==> config.mk <==
export PLATFORM = sky130hd
export DESIGN_NAME = duration_text_to_nanoseconds_flat
export DESIGN_NICKNAME = d
export VERILOG_FILES = /design/src/hdl/dttn_pkg.sv /design/src/hdl/dttn_ifs.sv /design/src/hdl/dttn_scan.sv /design/src/hdl/dttn_scale.sv /design/src/hdl/duration_text_to_nanoseconds.sv /design/src/flat_wrapper.sv
export SDC_FILE = /design/constraint.sdc
export NUM_CORES = 2
export LEC_CHECK = 0
export BUFFER_PORTS_ARGS = -buffer_cell sky130_fd_sc_hd__buf_4
export CELL_PAD_IN_SITES_DETAIL_PLACEMENT = 0
export CELL_PAD_IN_SITES_GLOBAL_PLACEMENT = 1
export CORE_MARGIN = 4
export CORE_UTILIZATION = 53
export CTS_BUF_LIST = sky130_fd_sc_hd__clkbuf_8
export CTS_CLUSTER_SIZE = 14
export DETAILED_ROUTE_END_ITERATION = 8
export PLACE_DENSITY = 0.9
export SYNTH_ARGS = -nofsm -noshare
export SYNTH_HDL_FRONTEND = slang
export SYNTH_SLANG_ARGS = --single-unit
==> constraint.sdc <==
create_clock -name clock -period 13.21 [get_ports clock]
set_input_delay 1.321 -clock clock [delete_from_list [all_inputs] [get_ports clock]]
set_output_delay 1.321 -clock clock [all_outputs]
set_load 0.02 [all_outputs]
==> src/hdl/dttn_pkg.sv <==
// Shared types and constants for the duration text to nanoseconds parser.
// Used by the channel interfaces, the byte scanner, the scaler and the top level.
`timescale 1ns / 1ps

package dttn_pkg;

   localparam int CHAR_W     = 8;
   localparam int NS_W       = 64;
   localparam int STATUS_W   = 2;
   localparam int UNIT_COUNT = 8;

   typedef enum logic [2:0] {
      PH_START,
      PH_SIGN,
      PH_DIGITS,
      PH_UNIT,
      PH_BAD,
      PH_ZERO
   } phase_type;

   typedef enum logic [2:0] {
      UNIT_NONE,
      UNIT_SEC,
      UNIT_MIN,
      UNIT_HOUR,
      UNIT_DAY,
      UNIT_WEEK,
      UNIT_YEAR
   } unit_type;

   typedef enum logic [STATUS_W-1:0] {
      ST_OK,
      ST_MALFORMED,
      ST_RANGE
   } status_type;

   // What the scanner concluded about a finished string.
   typedef enum logic [1:0] {
      KIND_KEYWORD,
      KIND_BAD,
      KIND_RANGE,
      KIND_SCALE
   } kind_type;

   typedef struct packed {
      logic [CHAR_W-1:0] char_code;
      logic              last;
   } text_byte_type;

   typedef struct packed {
      kind_type          kind;
      unit_type          unit;
      logic [NS_W-1:0]   number;
   } record_type;

endpackage

==> src/hdl/dttn_ifs.sv <==
// Valid/ready channel interfaces for the request and response sides.
// Depends on dttn_pkg for field widths.
`timescale 1ns / 1ps

interface dttn_req_if;
   import dttn_pkg::*;

   logic              valid;
   logic              ready;
   logic [CHAR_W-1:0] char_code;
   logic              last;

   modport source (output valid, output char_code, output last, input ready);
   modport sink   (input valid, input char_code, input last, output ready);
endinterface

interface dttn_rsp_if;
   import dttn_pkg::*;

   logic                valid;
   logic                ready;
   logic [STATUS_W-1:0] status;
   logic [NS_W-1:0]     duration_ns;

   modport source (output valid, output status, output duration_ns, input ready);
   modport sink   (input valid, input status, input duration_ns, output ready);
endinterface

==> src/hdl/dttn_scan.sv <==
// Byte scanner: keyword matcher, sign/digit/unit parser and 64-bit decimal accumulator.
// Depends on dttn_pkg. Emits one record per string on the last byte.
`timescale 1ns / 1ps

module dttn_scan (
   input  logic                   clock,
   input  logic                   reset,
   input  logic                   byte_valid,
   input  dttn_pkg::text_byte_type byte_in,
   output logic                   byte_ready,
   output logic                   rec_valid,
   input  logic                   rec_ready,
   output dttn_pkg::record_type   rec
);
   import dttn_pkg::*;

   localparam int KW_COUNT = 3;
   localparam logic [7:0][7:0] KW_TEXT [KW_COUNT] = '{"infinite", "never", "forever"};
   localparam logic [3:0]      KW_LEN  [KW_COUNT] = '{4'd8, 4'd5, 4'd7};
   localparam logic [3:0]      POS_MAX = 4'd15;

   localparam logic [7:0] CH_NUL   = 8'h00;
   localparam logic [7:0] CH_PLUS  = "+";
   localparam logic [7:0] CH_DIG0  = "0";
   localparam logic [7:0] CH_DIG9  = "9";
   localparam logic [7:0] CH_UPA   = "A";
   localparam logic [7:0] CH_UPZ   = "Z";
   localparam logic [7:0] CASE_BIT = 8'h20;
   localparam logic [7:0] CH_SEC   = "s";
   localparam logic [7:0] CH_MIN   = "m";
   localparam logic [7:0] CH_HOUR  = "h";
   localparam logic [7:0] CH_DAY   = "d";
   localparam logic [7:0] CH_WEEK  = "w";
   localparam logic [7:0] CH_YEAR  = "y";

   function automatic logic kw_match(input logic [7:0][7:0] text, input logic [3:0] len,
                                     input logic [3:0] pos, input logic [7:0] ch);
      logic [3:0] idx;
      idx = len - pos - 4'd1;
      return (pos < len) && (text[idx[2:0]] == ch);
   endfunction

   function automatic unit_type unit_of(input logic [7:0] ch);
      unit_type u;
      unique case (ch)
         CH_SEC:  u = UNIT_SEC;
         CH_MIN:  u = UNIT_MIN;
         CH_HOUR: u = UNIT_HOUR;
         CH_DAY:  u = UNIT_DAY;
         CH_WEEK: u = UNIT_WEEK;
         CH_YEAR: u = UNIT_YEAR;
         default: u = UNIT_NONE;
      endcase
      return u;
   endfunction

   phase_type           phase_ff, phase_in;
   logic [KW_COUNT-1:0] alive_ff, alive_in;
   logic [3:0]          pos_ff, pos_in;
   logic [NS_W-1:0]     acc_ff, acc_in;
   logic                ovf_ff, ovf_in;
   logic                seen_ff, seen_in;
   unit_type            unit_ff, unit_in;

   logic [7:0]      ch;
   logic [7:0]      lc;
   logic            is_digit;
   logic            take;
   logic            kw_hit;
   logic            fire;
   logic [NS_W+3:0] digit_wide;

   assign ch       = byte_in.char_code;
   assign lc       = (ch >= CH_UPA && ch <= CH_UPZ) ? (ch | CASE_BIT) : ch;
   assign is_digit = (ch >= CH_DIG0) && (ch <= CH_DIG9);
   // acc * 10 + digit, with four spare bits to see the carry out
   assign digit_wide = {1'b0, acc_ff, 3'b000} + {3'b000, acc_ff, 1'b0} +
                       {(NS_W + 0)'(0), ch[3:0]};

   assign byte_ready = !byte_in.last || rec_ready;
   assign fire       = byte_valid && byte_ready;
   assign pos_in     = (pos_ff == POS_MAX) ? POS_MAX : pos_ff + 4'd1;

   always_comb begin
      alive_in = '0;
      kw_hit   = 1'b0;
      for (int k = 0; k < KW_COUNT; k++) begin
         alive_in[k] = alive_ff[k] && kw_match(KW_TEXT[k], KW_LEN[k], pos_ff, lc);
         if (alive_in[k] && (pos_ff + 4'd1 == KW_LEN[k])) begin
            kw_hit = 1'b1;
         end
      end
   end

   always_comb begin
      phase_in = phase_ff;
      acc_in   = acc_ff;
      ovf_in   = ovf_ff;
      seen_in  = seen_ff;
      unit_in  = unit_ff;
      take     = 1'b0;
      if (ch == CH_NUL) begin
         phase_in = PH_ZERO;
      end else begin
         unique case (phase_ff)
            PH_START: begin
               if (ch == CH_PLUS) phase_in = PH_SIGN;
               else if (is_digit) take = 1'b1;
               else phase_in = PH_BAD;
            end
            PH_SIGN: begin
               if (is_digit) take = 1'b1;
               else phase_in = PH_BAD;
            end
            PH_DIGITS: begin
               if (is_digit) begin
                  take = 1'b1;
               end else begin
                  unit_in  = unit_of(ch);
                  phase_in = (unit_in != UNIT_NONE) ? PH_UNIT : PH_BAD;
               end
            end
            PH_UNIT: phase_in = PH_BAD;
            default: phase_in = phase_ff;
         endcase
      end
      if (take) begin
         if (!ovf_ff) begin
            if (digit_wide[NS_W+3:NS_W] != 4'd0) ovf_in = 1'b1;
            else acc_in = digit_wide[NS_W-1:0];
         end
         seen_in  = 1'b1;
         phase_in = PH_DIGITS;
      end
   end

   always_comb begin
      rec_valid  = byte_valid && byte_in.last;
      rec.unit   = unit_in;
      rec.number = acc_in;
      if (kw_hit) rec.kind = KIND_KEYWORD;
      else if (phase_in == PH_ZERO) rec.kind = KIND_BAD;
      else if (ovf_in) rec.kind = KIND_RANGE;
      else if (phase_in == PH_UNIT && seen_in && unit_in != UNIT_NONE) rec.kind = KIND_SCALE;
      else rec.kind = KIND_BAD;
   end

   // State returns to its start values after every last byte.
   always_ff @(posedge clock) begin
      if (reset || (fire && byte_in.last)) begin
         phase_ff <= PH_START;
         alive_ff <= '1;
         pos_ff   <= '0;
         acc_ff   <= '0;
         ovf_ff   <= 1'b0;
         seen_ff  <= 1'b0;
         unit_ff  <= UNIT_NONE;
      end else if (fire) begin
         phase_ff <= phase_in;
         alive_ff <= alive_in;
         pos_ff   <= pos_in;
         acc_ff   <= acc_in;
         ovf_ff   <= ovf_in;
         seen_ff  <= seen_in;
         unit_ff  <= unit_in;
      end
   end

endmodule

==> src/hdl/dttn_scale.sv <==
// Scaler: range check and number * unit * 1e9 over two register stages, plus the
// response register. Depends on dttn_pkg and the response channel interface.
`timescale 1ns / 1ps

module dttn_scale (
   input  logic                 clock,
   input  logic                 reset,
   input  logic                 rec_valid,
   output logic                 rec_ready,
   input  dttn_pkg::record_type rec,
   dttn_rsp_if.source           rsp_if
);
   import dttn_pkg::*;

   localparam int HALF_W   = NS_W / 2;
   // Largest number that survives the range check is below 2**35.
   localparam int NUM_HI_W = 3;

   // Nanoseconds per unit.
   localparam logic [NS_W-1:0] UNIT_NS [UNIT_COUNT] = '{
      64'd0,
      64'd1_000_000_000,
      64'd60_000_000_000,
      64'd3_600_000_000_000,
      64'd86_400_000_000_000,
      64'd604_800_000_000_000,
      64'd31_536_000_000_000_000,
      64'd0
   };
   // Largest number whose product with the unit fits in 64 bits.
   localparam logic [NS_W-1:0] UNIT_LIMIT [UNIT_COUNT] = '{
      64'd0,
      64'd18_446_744_073,
      64'd307_445_734,
      64'd5_124_095,
      64'd213_503,
      64'd30_500,
      64'd584,
      64'd0
   };

   logic en2, en3, en4;

   logic       s2_valid_ff;
   record_type s2_rec_ff;

   logic              s3_valid_ff;
   status_type        s3_status_ff, s3_status_in;
   logic              s3_scaled_ff, s3_scaled_in;
   logic [NS_W-1:0]   p0_ff, p0_in;
   logic [HALF_W-1:0] p1_ff, p1_in;
   logic [HALF_W-1:0] p2_ff, p2_in;

   logic            rsp_valid_ff;
   status_type      status_ff;
   logic [NS_W-1:0] ns_ff, ns_in;

   logic [NS_W-1:0]     unit_ns;
   logic [HALF_W-1:0]   n_lo, c_lo, c_hi;
   logic [NUM_HI_W-1:0] n_hi;
   logic [HALF_W-1:0]   cross_sum;

   assign en4       = !rsp_valid_ff || rsp_if.ready;
   assign en3       = !s3_valid_ff || en4;
   assign en2       = !s2_valid_ff || en3;
   assign rec_ready = en2;

   assign unit_ns = UNIT_NS[s2_rec_ff.unit];
   assign n_lo    = s2_rec_ff.number[HALF_W-1:0];
   assign n_hi    = s2_rec_ff.number[HALF_W+NUM_HI_W-1:HALF_W];
   assign c_lo    = unit_ns[HALF_W-1:0];
   assign c_hi    = unit_ns[NS_W-1:HALF_W];

   // The high-by-high product lands entirely above bit 63 and is dropped.
   assign p0_in = NS_W'(n_lo) * NS_W'(c_lo);
   assign p1_in = n_lo * c_hi;
   assign p2_in = HALF_W'(n_hi) * c_lo;

   always_comb begin
      s3_scaled_in = 1'b0;
      case (s2_rec_ff.kind)
         KIND_KEYWORD: s3_status_in = ST_OK;
         KIND_RANGE:   s3_status_in = ST_RANGE;
         KIND_SCALE: begin
            if (s2_rec_ff.number > UNIT_LIMIT[s2_rec_ff.unit]) begin
               s3_status_in = ST_RANGE;
            end else begin
               s3_status_in = ST_OK;
               s3_scaled_in = 1'b1;
            end
         end
         default:      s3_status_in = ST_MALFORMED;
      endcase
   end

   assign cross_sum = p1_ff + p2_ff;
   assign ns_in     = s3_scaled_ff ? (p0_ff + {cross_sum, {HALF_W{1'b0}}}) : '0;

   always_ff @(posedge clock) begin
      if (reset) begin
         s2_valid_ff  <= 1'b0;
         s3_valid_ff  <= 1'b0;
         rsp_valid_ff <= 1'b0;
      end else begin
         if (en2) s2_valid_ff <= rec_valid;
         if (en3) s3_valid_ff <= s2_valid_ff;
         if (en4) rsp_valid_ff <= s3_valid_ff;
      end
   end

   always_ff @(posedge clock) begin
      if (en2 && rec_valid) s2_rec_ff <= rec;
      if (en3 && s2_valid_ff) begin
         s3_status_ff <= s3_status_in;
         s3_scaled_ff <= s3_scaled_in;
         p0_ff        <= p0_in;
         p1_ff        <= p1_in;
         p2_ff        <= p2_in;
      end
      if (en4 && s3_valid_ff) begin
         status_ff <= s3_status_ff;
         ns_ff     <= ns_in;
      end
   end

   assign rsp_if.valid       = rsp_valid_ff;
   assign rsp_if.status      = status_ff;
   assign rsp_if.duration_ns = ns_ff;

endmodule

==> src/hdl/duration_text_to_nanoseconds.sv <==
// Top level of the duration text to nanoseconds parser.
// Depends on dttn_pkg, dttn_ifs, dttn_scan and dttn_scale.
`timescale 1ns / 1ps
//
//   channel  direction  payload                          handshake
//   req_if   in         char_code[7:0], last             valid/ready
//   rsp_if   out        status[1:0], duration_ns[63:0]   valid/ready
//
// One request byte per cycle while rsp_if keeps up. Only the byte flagged last
// makes a response, registered at the input and after scan, multiply and sum.
// Synchronous active-high reset empties every stage and restarts the string state.
// Backpressure comes only from rsp_if: req_if.ready drops only when the response
// register holds an unaccepted response and every stage behind it is full.

module duration_text_to_nanoseconds (
   input logic       clock,
   input logic       reset,
   dttn_req_if.sink  req_if,
   dttn_rsp_if.source rsp_if
);
   import dttn_pkg::*;

   // Request register in front of the scanner.
   logic          in_valid_ff;
   text_byte_type in_byte_ff;

   logic       scan_ready;
   logic       rec_valid;
   logic       rec_ready;
   record_type rec;

   // Non-last bytes are always consumed; last bytes wait for room in the scaler.
   assign req_if.ready = !in_valid_ff || scan_ready;

   always_ff @(posedge clock) begin
      if (reset) begin
         in_valid_ff <= 1'b0;
      end else if (req_if.ready) begin
         in_valid_ff <= req_if.valid;
      end
   end

   always_ff @(posedge clock) begin
      if (req_if.valid && req_if.ready) begin
         in_byte_ff.char_code <= req_if.char_code;
         in_byte_ff.last      <= req_if.last;
      end
   end

   dttn_scan u_scan (
      .clock      (clock),
      .reset      (reset),
      .byte_valid (in_valid_ff),
      .byte_in    (in_byte_ff),
      .byte_ready (scan_ready),
      .rec_valid  (rec_valid),
      .rec_ready  (rec_ready),
      .rec        (rec)
   );

   dttn_scale u_scale (
      .clock     (clock),
      .reset     (reset),
      .rec_valid (rec_valid),
      .rec_ready (rec_ready),
      .rec       (rec),
      .rsp_if    (rsp_if)
   );

`ifndef NO_ASSERTIONS
   // Any response that is not ok carries a zero duration.
   a_err_zero : assert property (@(posedge clock) disable iff (reset)
      (rsp_if.valid && rsp_if.status != ST_OK) |-> (rsp_if.duration_ns == '0))
      else $error("non-ok response with nonzero duration");

   // Pipeline is empty and open right after reset.
   a_ready_after_reset : assert property (@(posedge clock) disable iff (reset)
      $past(reset) |-> req_if.ready)
      else $error("request side not ready after reset");

   // The request side only stalls behind a response that is being held off.
   a_stall_cause : assert property (@(posedge clock) disable iff (reset)
      !req_if.ready |-> (rsp_if.valid && !rsp_if.ready))
      else $error("request stalled without response backpressure");
`endif

endmodule
==> src/flat_wrapper.sv <==
// flat-port wrapper written by rule: the top's interface ports become plain ports
module duration_text_to_nanoseconds_flat import dttn_pkg::*;
  (clock, reset, req_if_valid, req_if_char_code, req_if_last, req_if_ready, rsp_if_valid, rsp_if_status, rsp_if_duration_ns, rsp_if_ready);
  dttn_req_if req_if_i ();
  dttn_rsp_if rsp_if_i ();
  input logic clock;
  input logic reset;
  input wire logic [$bits(req_if_i.valid)-1:0] req_if_valid;
  input wire logic [$bits(req_if_i.char_code)-1:0] req_if_char_code;
  input wire logic [$bits(req_if_i.last)-1:0] req_if_last;
  output wire logic [$bits(req_if_i.ready)-1:0] req_if_ready;
  output wire logic [$bits(rsp_if_i.valid)-1:0] rsp_if_valid;
  output wire logic [$bits(rsp_if_i.status)-1:0] rsp_if_status;
  output wire logic [$bits(rsp_if_i.duration_ns)-1:0] rsp_if_duration_ns;
  input wire logic [$bits(rsp_if_i.ready)-1:0] rsp_if_ready;
  assign req_if_i.valid = req_if_valid;
  assign req_if_i.char_code = req_if_char_code;
  assign req_if_i.last = req_if_last;
  assign req_if_ready = req_if_i.ready;
  assign rsp_if_valid = rsp_if_i.valid;
  assign rsp_if_status = rsp_if_i.status;
  assign rsp_if_duration_ns = rsp_if_i.duration_ns;
  assign rsp_if_i.ready = rsp_if_ready;
  duration_text_to_nanoseconds u_core (.clock(clock), .reset(reset), .req_if(req_if_i), .rsp_if(rsp_if_i));
endmodule
==> flow_metrics.tcl <==
set metrics [dict create \
    synth_mux_area_frac 0.0244 \
    place.detailed.instances 7261 \
    rsz0062_at_grt "no" \
    placement.io_buffers 71 \
    pin_count 81 \
    worstSetupPathType "flop to flop" \
    pin_count_of_the_biggest_net_entering_global_routing 77 \
    routed-via-count 42183 \
    die_height_um 335 \
    timing.critical_path.slowest_stage_cell "ha_2" \
    worst_pin_slew_ns 1.22 \
    synthSimpleGateAreaFrac 0.129 \
    timing.critical_path.fanout_max 38 \
    yosysUniqueCellTypes 81 \
    most_used_dff_post_synth "edfxtp_1" \
    first_global_vias 43477 \
    overflow 0 \
    rows 119 \
    setup_viol_count_final 0 \
    final_util 0.566 \
    power.leakage_uw 0.0308 \
    fraction_of_final_layout_cells_with_drive_strength_greater_than_1 0.0470 \
    share_of_the_cycle_needed_by_the_critical_path_after_routing 0.834 \
    ctsRootBufferMaster "clkbuf_8" \
    finalHoldViolCount 0 \
    start_kind "flop" \
    final-max-slew-violation-count 0 \
    wl_per_cell_um 22.4 \
    synth_compound_gate_area_share 0.0828 \
    final.setup.tns_ns 0 \
    hpwl_um 133000 \
    cts-buffers-inserted 60 \
    clk-insertion-delay-late_ns 0.77 \
    hold_class "flop to flop" \
    synth.avg_cell_area_um2 9.47 \
    synthDominantCellAreaShare 0.319 \
    max_stage_delay_ns 1.02 \
    synth_top_cells_by_area "fa_1 (32%), ha_1 (15%), edfxtp_1 (13%), inv_1 (7.8%), nand2_1 (5.0%)" \
    end_kind "flop" \
    dr.first_iter.drc_count 3479 \
    cts.sinks 331 \
    htree_num_levels 2 \
    ir_worst_vdd_uv 354 \
    grt_util_all_layers 0.297 \
    cts_tree "done" \
    start_util 0.536 \
    cp_data_required_time_ns 13.70 \
    floorplan.die.width_um 335 \
    ant_nets 0 \
    worst_slew_margin_rel 0.184 \
    drt_drc_violations_left 0 \
    dominant_combinational_cell_family_by_area_after_synthesis "adder cells" \
    antenna_found_initial 4 \
    fmax_mhz 90.7 \
    cap_violations 0 \
    dr.pass1.iters 5 \
    parity_gate_share_of_the_synthesized_area_counting_xor_and_xnor_cells 0.0369 \
    synthesis.yosys.warnings 0 \
    critical_path_arrival_ns 11.51 \
    power_per_cell_area_nw_per_um2 229 \
    drt-vias-per-instance 5.72 \
    gp_routability_congestion 1.02 \
    clock_pin_slew_worst_setup_and_hold_paths_ns 0.06 \
    status "finished, final reports clean" \
    post-cts-setup-buffers 0 \
    post_synthesis_cell_count 5971 \
    post_layout_nonfiller_instances 7375 \
    synthesis.area_um2 56500 \
    worst_slack_ns 2.19 \
    syn_to_final_growth_pct 5.67 \
    final_period_minus_worst_setup_slack_ns 11.02 \
    pre_cts_slack_ns 2.49 \
    synth-seq-area-share 0.161 \
    hold_buffers 0 \
    grt_first_pass_wirelength_um 254000 \
    core_region_area_um2 106000 \
    die_area_um2 112000 \
    yosysTopAreaCell "fa_1" \
    synth_edf_count 248 \
    wl_um 165000 \
    design.final.nets 7527 \
    post_synth_fa_ha_maj_area_fraction 0.470 \
    synth-seq-cells 331 \
    critical_path.most_common_cell "fa_1" \
    fin_worst_skew_ns 0.0618 \
    synth-async-reset-ratio 0 \
    cts.path.max_buffers 3 \
    post_cts_resized 0 \
]
==> path summary, 6_finish.rpt <==
check,cells past startpoint,slack [ns],endpoint,start
max,29,2.19,u_core.u_scale.p0_ff[63],u_core.u_scale.s2_rec_ff[64]
min,0,0.44,u_core.u_scale.rsp_if.status[1],u_core.u_scale.s3_status_ff[1]
max reg2reg,29,2.19,u_core.u_scale.p0_ff[63],u_core.u_scale.s2_rec_ff[64]
min reg2reg,0,0.44,u_core.u_scale.rsp_if.status[1],u_core.u_scale.s3_status_ff[1]
==> registers in the layout, indices dropped and copies added, names as in the netlist <==
name,count
u_core.in_byte_ff,9
u_core.in_valid_ff,1
u_core.u_scale.n_hi,3
u_core.u_scale.n_lo,32
u_core.u_scale.p0_ff,55
u_core.u_scale.p1_ff,32
u_core.u_scale.p2_ff,23
u_core.u_scale.rsp_if.duration_ns,55
u_core.u_scale.rsp_if.status,2
u_core.u_scale.rsp_if.valid,1
u_core.u_scale.s2_rec_ff,34
u_core.u_scale.s2_valid_ff,1
u_core.u_scale.s3_scaled_ff,1
u_core.u_scale.s3_status_ff,2
u_core.u_scale.s3_valid_ff,1
u_core.u_scan.acc_ff,64
u_core.u_scan.alive_ff,3
u_core.u_scan.ovf_ff,1
u_core.u_scan.phase_ff,3
u_core.u_scan.pos_ff,4
u_core.u_scan.seen_ff,1
u_core.u_scan.unit_ff,3
==> cells in the final DEF (no fill, tap or decap), drive strengths merged, types with 54 or more instances in the layout <==
cell type,n
inv,1192
fa,901
nand2,746
ha,681
edfxtp,248
and2,235
a21oi,193
nor2,184
xnor2,166
o21ai,147
buf,143
a21o,114
dfxtp,83
xor2,72
nor2b,71
mux2i,69
clkbuf,65
mux2,61
and3,54
==> where the power goes <==
part	internal (uW)	switching, uW	leakage [uW]
logic	4300	6510	0.0272
clock network	578	496	0.000703
registers	1710	67.3	0.00287
==> cell families after synthesis <==
logic type	Yosys count
compound gates	717
xor+xnor	238
fa+ha+maj	1582
buf+inv	1430
flops	331
mux	130
other cells	1
simple gates	1542
==> synth_stat cells, types with 20 or more instances <==
cell,number
ha_1,681
nand2b_1,26
a21oi_1,193
nor2b_1,71
fa_1,901
a211oi_1,25
xor2_1,72
nand3_1,52
o21ai_0,142
or3_1,20
and2_1,235
o21bai_1,37
and3_1,54
nor3_1,52
mux2_1,50
a21o_1,114
nand2_1,746
a31oi_1,27
inv_1,1177
nand4_1,36
edfxtp_1,248
o21a_1,33
dfxtp_1,83
xnor2_1,166
mux2i_1,69
clkbuf_1,221
nor2_1,184
==> cell type report <==
cell class              count  area [um2]
diodes                      3        7.51
clock buffers              65         895
clock inverters            46         399
fillers                  9323       45800
inverters                1178        4420
multi-input cells        4218       42100
flip-flops and latches    331        9110
well taps                1391        1740
repair buffers            143        1070
==> worst max-delay path, delay by kind of cell (launching register included) <==
kind,cells,cell delay (ns)
AO/OA/AOI/OAI,8,2.04
adder cells (fa/ha/maj),10,5.19
buffers and inverters,5,1.13
flip-flops,1,0.59
AND/OR/NAND/NOR,6,1.75
==> per-stage QoR <==
step | power [uW] | instance area, um2 | hold slack (ns)
floorplan | 9180 | 56600 | 0.400
global placement | 12200 | 58400 | 0.406
detailed placement | 12300 | 58400 | 0.413
CTS | 13500 | 59700 | 0.440
global route | 14900 | 59700 | 0.452
finish | 13700 | 59700 | 0.445
==> layer usage <==
| layer | vias to the layer above | track usage | wire length (um) |
|---|---|---|---|
| li1 | 18945 | - | - |
| met1 | 20925 | 0.390 | 66100 |
| met2 | 1879 | 0.470 | 74200 |
| met3 | 432 | 0.0698 | 15800 |
| met4 | 2 | 0.136 | 9180 |
| met5 | - | 0 | 11 |
Note: power is estimated with default switching activity, not from simulation.
